$ cat config.mk
export PLATFORM = sky130hd
export DESIGN_NAME = csti_muldiv
export DESIGN_NICKNAME = d
export VERILOG_FILES = /design/src/rtl/csti_pkg.sv /design/src/rtl/csti_muldiv.sv
export SDC_FILE = /design/constraint.sdc
export NUM_CORES = 1
export LEC_CHECK = 0
export BUFFER_PORTS_ARGS = -buffer_cell sky130_fd_sc_hd__buf_2
export CAP_MARGIN = 40
export CORE_MARGIN = 10
export CORE_UTILIZATION = 47
export CTS_CLUSTER_SIZE = 20
export DETAILED_ROUTE_END_ITERATION = 8
export PLACE_DENSITY = 0.64
export SLEW_MARGIN = 0
export SYNTH_ARGS = -nofsm -noshare
export SYNTH_HDL_FRONTEND = slang
export SYNTH_SLANG_ARGS = --single-unit
$ cat constraint.sdc
create_clock -name i_clk -period 13.99 [get_ports i_clk]
set_input_delay 2.0985 -clock i_clk [delete_from_list [all_inputs] [get_ports i_clk]]
set_output_delay 2.0985 -clock i_clk [all_outputs]
set_load 0.1 [all_outputs]
$ cat src/rtl/csti_pkg.sv
// Package for the cross-section table interpolator: command and status codes,
// field widths and the eV-per-MeV scale. Used by every module in rtl/.
package csti_pkg;

    localparam int ENERGY_W = 30;
    localparam int VALUE_W  = 32;
    localparam int MEV_W    = 10;
    localparam int CMD_W    = 2;
    localparam int STAT_W   = 3;

    typedef logic [ENERGY_W-1:0] t_energy;
    typedef logic [VALUE_W-1:0]  t_value;
    typedef logic [CMD_W-1:0]    t_cmd;
    typedef logic [STAT_W-1:0]   t_status;

    localparam t_cmd CMD_CLEAR  = 2'd0;
    localparam t_cmd CMD_APPEND = 2'd1;
    localparam t_cmd CMD_QUERY  = 2'd2;

    localparam t_status ST_OK    = 3'd0;
    localparam t_status ST_EMPTY = 3'd1;
    localparam t_status ST_BELOW = 3'd2;
    localparam t_status ST_ABOVE = 3'd3;
    localparam t_status ST_FULL  = 3'd4;

    localparam t_energy EV_PER_MEV = 30'd1000000;

endpackage

$ cat src/rtl/csti_muldiv.sv
// Bit-serial unit: dx * dv by shift-and-add, then that product / den by restoring
// division, one bit per cycle. Depends on csti_pkg. Requires dx < den.
module csti_muldiv (
    input  logic               i_clk,
    input  logic               i_rst_n,
    input  logic               i_start,
    input  csti_pkg::t_energy  i_dx,
    input  csti_pkg::t_energy  i_den,
    input  csti_pkg::t_value   i_dv,
    output logic               o_done,
    output csti_pkg::t_value   o_quot
);

    localparam logic [1:0] P_IDLE = 2'd0;
    localparam logic [1:0] P_MUL  = 2'd1;
    localparam logic [1:0] P_DIV  = 2'd2;

    logic [1:0]              r_phase, n_phase;
    logic [4:0]              r_cnt, n_cnt;
    logic                    r_done, n_done;
    csti_pkg::t_value        r_hi, n_hi;     // product high word
    csti_pkg::t_energy       r_lo, n_lo;     // multiplier bits, then product low bits
    csti_pkg::t_value        r_dv, n_dv;
    csti_pkg::t_energy       r_den, n_den;
    csti_pkg::t_energy       r_rem, n_rem;   // partial remainder
    csti_pkg::t_value        r_nq, n_nq;     // numerator bits in, quotient bits out

    logic [32:0]             mul_sum;
    logic [30:0]             div_trial;
    logic [30:0]             div_diff;

    assign mul_sum   = r_lo[0] ? ({1'b0, r_hi} + {1'b0, r_dv}) : {1'b0, r_hi};
    assign div_trial = {r_rem, r_nq[31]};
    assign div_diff  = div_trial - {1'b0, r_den};

    always_comb begin
        n_phase = r_phase;
        n_cnt   = r_cnt;
        n_done  = 1'b0;
        n_hi    = r_hi;
        n_lo    = r_lo;
        n_dv    = r_dv;
        n_den   = r_den;
        n_rem   = r_rem;
        n_nq    = r_nq;
        case (r_phase)
            P_IDLE: begin
                if (i_start) begin
                    n_hi    = '0;
                    n_lo    = i_dx;
                    n_dv    = i_dv;
                    n_den   = i_den;
                    n_cnt   = 5'd29;
                    n_phase = P_MUL;
                end
            end
            P_MUL: begin
                n_hi = mul_sum[32:1];
                n_lo = {mul_sum[0], r_lo[29:1]};
                if (r_cnt == 5'd0) begin
                    // product = {hi, lo}; top 30 bits seed the remainder
                    n_rem   = mul_sum[32:3];
                    n_nq    = {mul_sum[2:1], mul_sum[0], r_lo[29:1]};
                    n_cnt   = 5'd31;
                    n_phase = P_DIV;
                end else begin
                    n_cnt = r_cnt - 5'd1;
                end
            end
            P_DIV: begin
                if (div_diff[30]) begin
                    n_rem = div_trial[29:0];
                    n_nq  = {r_nq[30:0], 1'b0};
                end else begin
                    n_rem = div_diff[29:0];
                    n_nq  = {r_nq[30:0], 1'b1};
                end
                if (r_cnt == 5'd0) begin
                    n_done  = 1'b1;
                    n_phase = P_IDLE;
                end else begin
                    n_cnt = r_cnt - 5'd1;
                end
            end
            default: begin
                n_phase = P_IDLE;
            end
        endcase
    end

    always_ff @(posedge i_clk) begin
        if (!i_rst_n) begin
            r_phase <= P_IDLE;
            r_cnt   <= '0;
            r_done  <= 1'b0;
        end else begin
            r_phase <= n_phase;
            r_cnt   <= n_cnt;
            r_done  <= n_done;
        end
        r_hi  <= n_hi;
        r_lo  <= n_lo;
        r_dv  <= n_dv;
        r_den <= n_den;
        r_rem <= n_rem;
        r_nq  <= n_nq;
    end

    assign o_done = r_done;
    assign o_quot = r_nq;

`ifndef NO_ASSERTIONS
    a_done_after_div: assert property (@(posedge i_clk) disable iff (!i_rst_n)
        r_done |-> $past(r_phase) == P_DIV)
        else $error("muldiv done without a division step");
    a_start_idle_only: assert property (@(posedge i_clk) disable iff (!i_rst_n)
        (r_phase == P_MUL) |=> (r_phase == P_MUL || r_phase == P_DIV))
        else $error("muldiv left the multiply phase early");
    a_rem_below_den: assert property (@(posedge i_clk) disable iff (!i_rst_n)
        (r_phase == P_DIV) |-> r_rem < r_den)
        else $error("partial remainder not below divisor");
`endif

endmodule

After elaboration in Yosys (flattened, before gate mapping) --
Cells that the tools add are included.
Operators by class: $add $sub $neg 3, eq/ne operators 6, muxes and demuxes 20, reductions and logical operators 11
Operators by type and width (count):
- one-hot mux 32 bit (2 select lines) | 2
- one-hot mux 30 bit (2 select lines) | 2
- two-way mux 30 bit | 3
- two-way mux 32 bit | 2
- adder 32 x 32 -> 33 bit | 1
- two-way mux 33 bit | 1
- subtractor 31 x 30 -> 31 bit | 1
- two-way mux 5 bit | 3
- one-hot mux 5 bit (3 select lines) | 1
- inequality test 2 bit (second input constant) | 4
- AND reduction 2 bit | 4
- two-way mux 2 bit | 3
- one-hot mux 2 bit (3 select lines) | 1
- AND reduction 3 bit | 2
- logical NOT 5 bit | 1
- subtractor 5 x 1 -> 5 bit (second input constant) | 1
- nonzero test 2 bit | 2
- nonzero test 3 bit | 1
- == test 2 x 1 -> 1 bit (second input constant) | 1
- == test 2 bit (second input constant) | 1
- logical NOT 2 bit | 1
- two-way mux 1 bit | 2
Word-level totals: flip-flop bits (word level) 194, bits of input ports 95, word-level logic and storage cells 49

Depth between registers and ports, before layout --
Gate-level depths: netlist of the first run.
word-level depth 4, depth in mapped cells 14, depth with buffers taken out 12

Worst setup path before layout of the first run --
Ideal clock, no wire load.
path type register to register, from register r_phase[0], to register r_nq[0], in the netlist o_quot[0] (enable), data arrival time 5735 ps, data required time 13422 ps, setup slack 7687 ps, cell stages (with the launch flop) 7, path buffers 2, period minus slack after synthesis 6303 ps, cell sequence dfxtp_1 > inv_1 > ha_1 > clkbuf_1 > clkinv_1 > clkbuf_1 > o21ai_0
Between the ends: cells in the longest elaborated chain, start to end 3
Ends and longest elaborated chain:
- start, declared | line csti_muldiv.sv:18 | logic [1:0] r_phase, n_phase;
- start signal, assigned | line csti_muldiv.sv:97 | r_phase <= n_phase;
- == test 2 x 1 -> 1 bit / == test 2 bit (equally long branches) | line csti_muldiv.sv:46 | case (r_phase)
- inequality test 2 bit (no line) / nonzero test 2 bit (equally long branches)
- AND reduction 2 bit (no line) *
- end signal, assigned | line csti_muldiv.sv:106 | r_nq <= n_nq;
- end, declared | line csti_muldiv.sv:26 | csti_pkg::t_value r_nq, n_nq;
Every way passes the cells marked *; elsewhere a longest branch is shown, timed or not. A chain may end at the register's enable or synchronous reset.

Worst setup path after layout of the first run --
from register r_nq[31], in the netlist o_quot[31], to register r_rem[24], data pin
Between the ends: cells in the longest elaborated chain, start to end 3
Ends and longest elaborated chain:
- subtractor 31 x 30 -> 31 bit | line csti_muldiv.sv:34 | assign div_diff = div_trial - {1'b0, r_den};
- two-way mux 30 bit | line csti_muldiv.sv:71 | if (div_diff[30]) begin
- one-hot mux 30 bit (2 select lines) | line csti_muldiv.sv:46
- named net n_rem[24] | line csti_muldiv.sv:25 | csti_pkg::t_energy r_rem, n_rem;
- end signal, assigned | line csti_muldiv.sv:105 | r_rem <= n_rem;
- end, declared | line csti_muldiv.sv:25
The timed path passes the listed nets, and every way through them passes these cells.

==> results of run 1 <==
-- area by class of cell --
| type | count | area [sq um] |
|---|---|---|
| Fill cell | 2141 | 11100 |
| Sequential cell | 194 | 5750 |
| Multi-Input combinational cell | 712 | 5430 |
| Timing Repair Buffer | 138 | 768 |
| Clock buffer | 17 | 425 |
| Tap cell | 324 | 405 |
| Clock inverter | 15 | 198 |
| Inverter | 49 | 184 |
| Antenna cell | 2 | 5.00 |
-- kinds of logic after synthesis --
| family | after synthesis |
|---|---|
| AO/OA/AOI/OAI | 234 |
| XOR/XNOR | 48 |
| adder cells (fa/ha/maj) | 69 |
| buffers and inverters | 92 |
| flip-flops | 194 |
| multiplexers | 132 |
| AND/OR/NAND/NOR | 229 |
-- metrics by stage --
| step | instance area (sq um) | util | setup WS (ps) | hold WS (ps) |
|---|---|---|---|---|
| after floorplan | 11500 | - | 7690 | 495 |
| after global placement | 12500 | 0.513 | 9610 | 533 |
| after detailed placement | 12500 | 0.517 | 9560 | 536 |
| after CTS | 13200 | 0.542 | 9940 | 558 |
| after global routing | 13200 | 0.542 | 9670 | 593 |
| final | 13200 | 0.543 | 9960 | 552 |
-- layer usage --
metal	global-route usage	wire (um)
met3	0.0634	2070
met4	0.0424	231
met2	0.272	12400
met5	0	65
met1	0.220	12200
-- state kept, by name, summed over array words and instances, names as in the netlist --
| register | flops |
|---|---|
| r_den | 30 |
| r_rem | 30 |
| r_lo | 30 |
| r_phase | 2 |
| r_dv | 32 |
| r_cnt | 5 |
| o_quot | 32 |
| o_done | 1 |
| r_hi | 32 |
-- worst register-to-register path, delay by kind of cell, from the launching register on --
kind	cells	cell delay [ps]
and+or+nand+nor	6	1660
AOI/OAI and AO/OA	3	670
DFF	1	380
adders and majority gates	2	620
buffers and inverters	2	460
-- how the worst max path moves through the flow --
stage	start	to	slack [ps]	cells past startpoint
floorplan	r_phase[0]	o_quot[0]	7690	6
global placement	i_start	r_hi[9]	9610	5
CTS	o_quot[31]	r_rem[24]	9940	13
detailed placement	i_start	r_hi[10]	9560	5
global route	o_quot[31]	r_rem[24]	9670	13
finish	o_quot[31]	r_rem[24]	9960	13
-- cell usage in the layout, fill, tap and decap left out, types with 15 or more instances in the layout --
cell         n
o21ai_0     42
xnor2_1     29
xor2_1      19
mux2_2      64
nand3_1     21
and3_1      15
mux2i_1     66
nand2_1     43
inv_1       48
clkbuf_16   17
a21oi_1     62
buf_2      128
a21o_1      31
nor2b_1     17
nor2_1      71
edfxtp_1   186
ha_1        65
-- power by group --
part	internal (uW)	switching, uW	total [uW]
Sequential	747	37.0	784
Clock	248	260	507
Combinational	264	415	680
==> flow_results.org, run 1 <==
** Worst setup path
- STA classifies the critical path startpoint as a flop.
- The worst setup path is captured at a flop.
- In this run the critical register-to-register path is captured at r_rem[24].
- At the worst endpoint, the arrival time is 4220 ps.
- STA puts the critical path data required time at 14180 ps.
- The startpoint identified for the worst register-to-register timing path is o_quot[31].
- Number of cells on the worst reg-to-reg path :: 13
- Type of the worst setup path :: reg -> reg
- Worst path bufs/invs :: 2
- Critical-path cell with the highest stage delay :: nor2_2
- In this design, the stage delay of the slowest critical-path cell is between 500 and 600 ps.
- Crit Path Max Fanout :: 19
- The cell family contributing the most delay on the critical path is simple AND/OR/NAND/NOR gates.
- Cell-by-cell listing of the critical path :: inv_1 -> ha_1 -> fa_1 -> nand2b_1 -> a21oi_1 -> o211ai_1 -> and3_1 -> nor3_1 -> nor4_4 -> nor2_2 -> buf_4 -> nand2_1 -> a221o_1
- Across all register-to-register paths, the minimum setup slack is ~10000 ps.

** STA
- Subtracting the final worst setup slack from the clock period gives around 4000 ps.
- Setup Viol. Count Final :: 0
- Total negative slack for setup checks :: 0 ps
- The clock arrives with 16.5 ps of skew.
- Worst Tran Pin Value :: 902 ps
- Rel. slew slack :: 0.399
- Derived from the worst setup path, the maximum achievable clock frequency is 248 MHz.
- The count of final hold-check violations is 0.
- Unrepaired setup endpoints after global routing :: false
- The final-report max-slew violation count came to 0.
- Portion of the clock cycle consumed by the worst path in the final layout :: 0.288

** Drt
- In the routed layout, each cell is associated on average with a via count of 5.58.
- In the routed design, unresolved DRC markers number 0.
- Antenna Violating Nets Remaining :: 0
- After the first detailed-routing iteration, the DRC count stood at 538.
- The routed layout has 8092 vias.
- Detailed-routing iteration count for the pre-antenna-repair pass :: 5
- Summed over all layers, the routed wires come to approximately 27 mm.
- After detailed routing, the average wire length per cell comes to 18.6 um.

** GRT
- Total Routing Usage GR :: 0.172
- Pin count of the biggest net entering global routing :: 64
- Summed over all layers, the global routing overflow is 0.
- The first global-routing pass estimated 43.1 mm of wire.
- The initial antenna violation count was 8.
- The via count of the first global-routing pass was around 8300.

** Clocking
- Num CTS Buffers :: 17
- The H-tree was split into 4 levels.
- TritonCTS built the clock tree.
- Clock Path Buffers :: 2
- Post-CTS Setup Bufs :: 0
- Number of buffers added to fix hold violations after cts :: 0
- Clock sink total :: 194
- CTS clock-pin slew for the worst setup and hold paths :: ~80 ps
- Source-to-sink clock delay at the later pin of the worst-skew pair :: 450 ps
- In this run, post-CTS repair resized a total of 0 instances.
- Clock tree root buffer cell :: clkbuf_16

** Hold path
- Hold crit path type :: reg -> reg
- Number of cells on the worst hold path :: 2
- In this run the most critical hold path is launched from r_cnt[2].
- Worst hold path endpoint :: r_cnt[2]

** Finish
- Relative to the synthesized area, the layout overhead comes to 14.2%.
- In the final layout, the share of cells above drive strength 1 is 0.228.
- Final cell count without fillers :: 1451
- Final layout net count :: roughly 1300

** Synthesis
- Of the total synthesized cell area, the portion taken by full adders, half adders and majority gates is 0.0762.
- The largest total area in the synthesized netlist belongs to edfxtp_1.
- Yosys mapped a number of flops with a built-in enable equal to 186.
- Synthesized cell area :: 11500 sq um
- Of the total synthesized cell area, the portion taken by AND, OR, NAND and NOR gates is 0.0998.
- Syn_nets :: ~1200
- Mux contribution to synthesized area :: 0.122
- Share of the synthesized netlist area taken by xor and xnor gates :: 0.0365
- The Yosys step of the flow raised 0 warnings.
- Top-area cell type share of the netlist area :: 0.485
- Top-count cell post-synth :: edfxtp_1
- Largest family of logic cells by synthesized area :: compound AO/OA/AOI/OAI gates
- Count of state elements after synthesis :: 194
- The commonest cells after synthesis are edfxtp_1, nor2_1, ha_1.
- Synth top area cells :: edfxtp_1, ha_1, mux2_2, mux2i_1, a21oi_1
- Synth Instances :: between 900 and 1000
- Seq/Total Area, Yosys :: 0.499
- The synthesized netlist contains 78 unique library cells.
- Each instance of the synthesized netlist takes up on average 11.5 sq um.
- Complex-gate fraction of the synthesized area :: 0.134
- Among all flip-flop cells after synthesis, the most frequent one is edfxtp_1.
- Of all flip-flops after synthesis, the portion carrying an async set or reset was 0.

** Power and ir drop
- VDD sags by at most 0.0792 mV.
- For this design the ratio of total power to cell area is 150 nW/um^2.
- In this run the static leakage power is 0.00531 uW.
- The design draws 1970 uW.

** Placement
- Once detailed placement completed, the half-perimeter wirelength came to 19.5 mm.
- Gp weighted congestion :: 0.868
- Number of buffers added on ports :: 127
- In this run, placement finished with an instance count of 1417.

** Die
- Width of the die :: approximately 180 um
- The floorplan has 57 rows.
- Die outline area :: 31200 sq um
- The floorplan step set the die height to 177 um.
- The region available for standard cell placement spans 24200 sq um.
- IO Count :: approximately 130
- For this configuration, the core starts out at a cell density of 0.475.

** Outcome
- Outcome :: complete, no violations

** Run
- Max capacitance violation total :: 0
Note: power is estimated with default switching activity, not from simulation.
==> run 2, diff against run 1 <==
- clock period: 13.99 -> 3.75 ns (I/O delays scaled with it)
==> flow_results.org, run 2 (synthesis results as in run 1) <==
** Worst setup path
- The endpoint identified for the worst register-to-register timing path is r_rem[8].
- Critical-path cell with the highest stage delay :: edfxtp_1
- CP startpoint kind :: flop
- Depth of the critical timing path with buffers and inverters included :: 13
- Family with the most delay on the worst path :: simple AND/OR/NAND/NOR gates
- Register-to-register path setup slack :: 380 ps
- Type of the worst setup path :: reg -> reg
- Crit Path Max Fanout :: 11
- Number of cells on the worst reg-to-reg path :: 13
- At the worst endpoint, the arrival time is 3530 ps.
- Together, buffers and inverters on the worst path number 2.
- Endpoint required time on the critical path :: between 3000 and 4000 ps
- Critical register-to-register path startpoint :: r_den[0]
- Cell-by-cell listing of the critical path :: ha_2 -> fa_2 -> nand2b_4 -> a21oi_2 -> o211ai_1 -> and3_1 -> nor3_1 -> buf_4 -> nor4_4 -> nor2_2 -> buf_4 -> mux2i_1 -> mux2i_1
- Max incr delay on CP :: 380 ps
- The worst setup path is captured at a flop.

** Finish
- Leaving out fill and tap cells, the most frequent cell in the layout is edfxtp_1.
- Share of post-route cells with drive strength above 1 :: 0.233
- In the final design database the tool counted 1279 nets.
- Relative to the synthesized area, the layout overhead comes to 14.6%.
- Commonest cells after routing, fill and taps aside :: edfxtp_1, buf_2, nor2_1
- With fillers left out, the area of the finished cells amounts to 13200 sq um.

** GRT
- The layer flagged by global routing as most heavily used is met2.
- In the global route stage, met3 resource usage came out at 0.0690.
- For this run, global-route usage on met2 was measured as 0.274.
- Initial antenna violation count :: 11
- Entering global routing, the biggest net connects between 60 and 70 pins.
- GR Util met1 :: 0.219
- For this run, the total global-route usage over all layers was measured as 0.173.
- The via count of the first global-routing pass was 8262.
- Global-route wire length before repair :: 43.3 mm
- Global routing finished with a remaining overflow of 0.

** STA
- Portion of the clock cycle consumed by the worst path in the final layout :: 0.898
- Setup Viol. Count Final :: 0
- Setup repair after global routing left no endpoint under its margin.
- Worst Tran Pin Value :: 855 ps
- The clock period could shrink to 3370 ps.
- Static timing analysis puts the maximum clock frequency at 297 MHz.
- Fin. max-slew vios :: 0
- Count of final hold-check violations :: 0
- Rel. slew slack :: 0.430
- Total negative slack for setup checks :: 0 ps
- Between clock sinks in the finished design, the worst skew comes to 17.9 ps.

** Clocking
- Resize count post-CTS :: 0
- Post-CTS Setup Bufs :: 0
- Number of buffers added to fix hold violations after cts :: 0
- The clock drives between 150 and 200 sinks.
- At the later pin of the worst-skew pair, clock insertion delay measures 440 ps.
- Clock Path Buffers :: 2
- Maximum level of the CTS H-tree :: 4
- Clock-pin slew was measured on the worst setup and hold paths at 80 ps.
- Clock tree root buffer cell :: clkbuf_16
- Num CTS Buffers :: 17
- TritonCTS built the clock tree.

** Power and ir drop
- The internal power of the cells totals 4780 uW.
- Across the VDD grid, the largest voltage drop is 0.303 mV.
- The analysis attributes to net switching a power of between 2000 and 3000 uW.
- For this design the static power due to leakage is ~0.0053 uW.
- Combinational cell fraction of total power :: 0.345
- The share of total power dissipated in sequential elements is 0.395.
- Of the total power, the share spent switching nets is 0.355.
- The share of total power dissipated in the clock network is 0.260.
- In this run the power density over the cells is 561 nW/um^2.

** Die
- Width of the die :: 177 um
- Die height :: roughly 180 um
- IO Count :: 128
- Core Region :: around 24000 sq um
- Die outline area :: around 31000 sq um
- Number of placement rows :: 57
- Starting density of the core :: 0.475

** Drt
- Wires add up to ~27 mm.
- The detail route stage leaves a number of antenna-violating nets equal to 0.
- Routed length per placed instance :: 18.7 um
- Detailed-routing iteration count for the pre-antenna-repair pass :: 4
- Routed vias :: 8125
- Using the TritonRoute via totals, the vias-per-cell ratio works out to approximately 5.6.
- DRC violation count after routing :: 0
- In this run, the number of DRC markers left after iteration 0 of detailed routing was 485.

** Placement
- Number of buffers added on ports :: ~130
- HPWL Detailed :: 19.9 mm
- In this run the cell area measured after placement is 12500 sq um.
- Gp weighted congestion :: 0.883

** Hold path
- The worst hold path terminates at r_dv[7].
- Number of cells on the worst hold path :: 1
- Hold crit path type :: in -> reg
- Startpoint of the tightest hold check path :: i_dv[7]

** Run
- Max capacitance violation total :: 0

** Outcome
- The run finished with clean final reports.
run 2: area by class of cell:
cell class / count / area [sq um]
multi-input combinational: 712 / 5440
clock buffer: 20 / 489
inverter: 49 / 184
clock inverter: 12 / 160
sequential: 194 / 5750
timing repair buffer: 141 / 763
fill: 2125 / 11000
tap: 324 / 405
antenna: 3 / 7.51
run 2: per-stage QoR:
| stage | setup slack [ps] | utilization | hold WS, ps | power, uW | std cells |
|---|---|---|---|---|---|
| after CTS | 357 | 0.544 | 272 | 7450 | 1452 |
| after global placement | 501 | 0.517 | 526 | 5480 | 1419 |
| after global routing | 126 | 0.544 | 271 | 7830 | 1453 |
| after detailed placement | 381 | 0.517 | 533 | 5520 | 1420 |
| after floorplan | 37.6 | - | 495 | 4900 | 998 |
| final | 382 | 0.544 | 289 | 7410 | 1455 |
run 2: worst register-to-register path: stages, from the launching register on:
cell and delay, ps:
edfxtp_1 380, ha_2 210, fa_2 350, nand2b_4 160, a21oi_2 140, o211ai_1 160
and3_1 250, nor3_1 210, buf_4 170, nor4_4 40, nor2_2 380, buf_4 330
mux2i_1 220, mux2i_1 100
run 2: worst max-delay path by stage:
stage	startpoint	end	slack (ps)
final	r_den[0]	r_rem[8]	380
after global routing	o_quot[31]	r_rem[14]	130
after CTS	r_den[0]	r_rem[15]	360
after detailed placement	r_den[0]	r_rem[15]	380
after global placement	o_quot[31]	r_rem[18]	500
after floorplan	o_quot[31]	r_rem[24]	40
run 2: routing by layer:
metal / part of all wire / up-vias
li1: - / 3993
met1: 0.45 / 3894
met2: 0.46 / 188
met3: 0.077 / 36
met4: 0.012 / 14
met5: 0.0029 / -
run 2: power by group through the flow:
| stage | combinational [uW] | clock, uW | sequential [uW] |
|---|---|---|---|
| 6_report | 2560 | 1930 | 2920 |
| 5_1_grt | 2830 | 2040 | 2950 |
| 4_1_cts | 2560 | 1970 | 2920 |
| 3_5_place_dp | 2550 | 0 | 2970 |
| 3_3_place_gp | 2510 | 0 | 2960 |
| 2_1_floorplan | 1770 | 0 | 3120 |
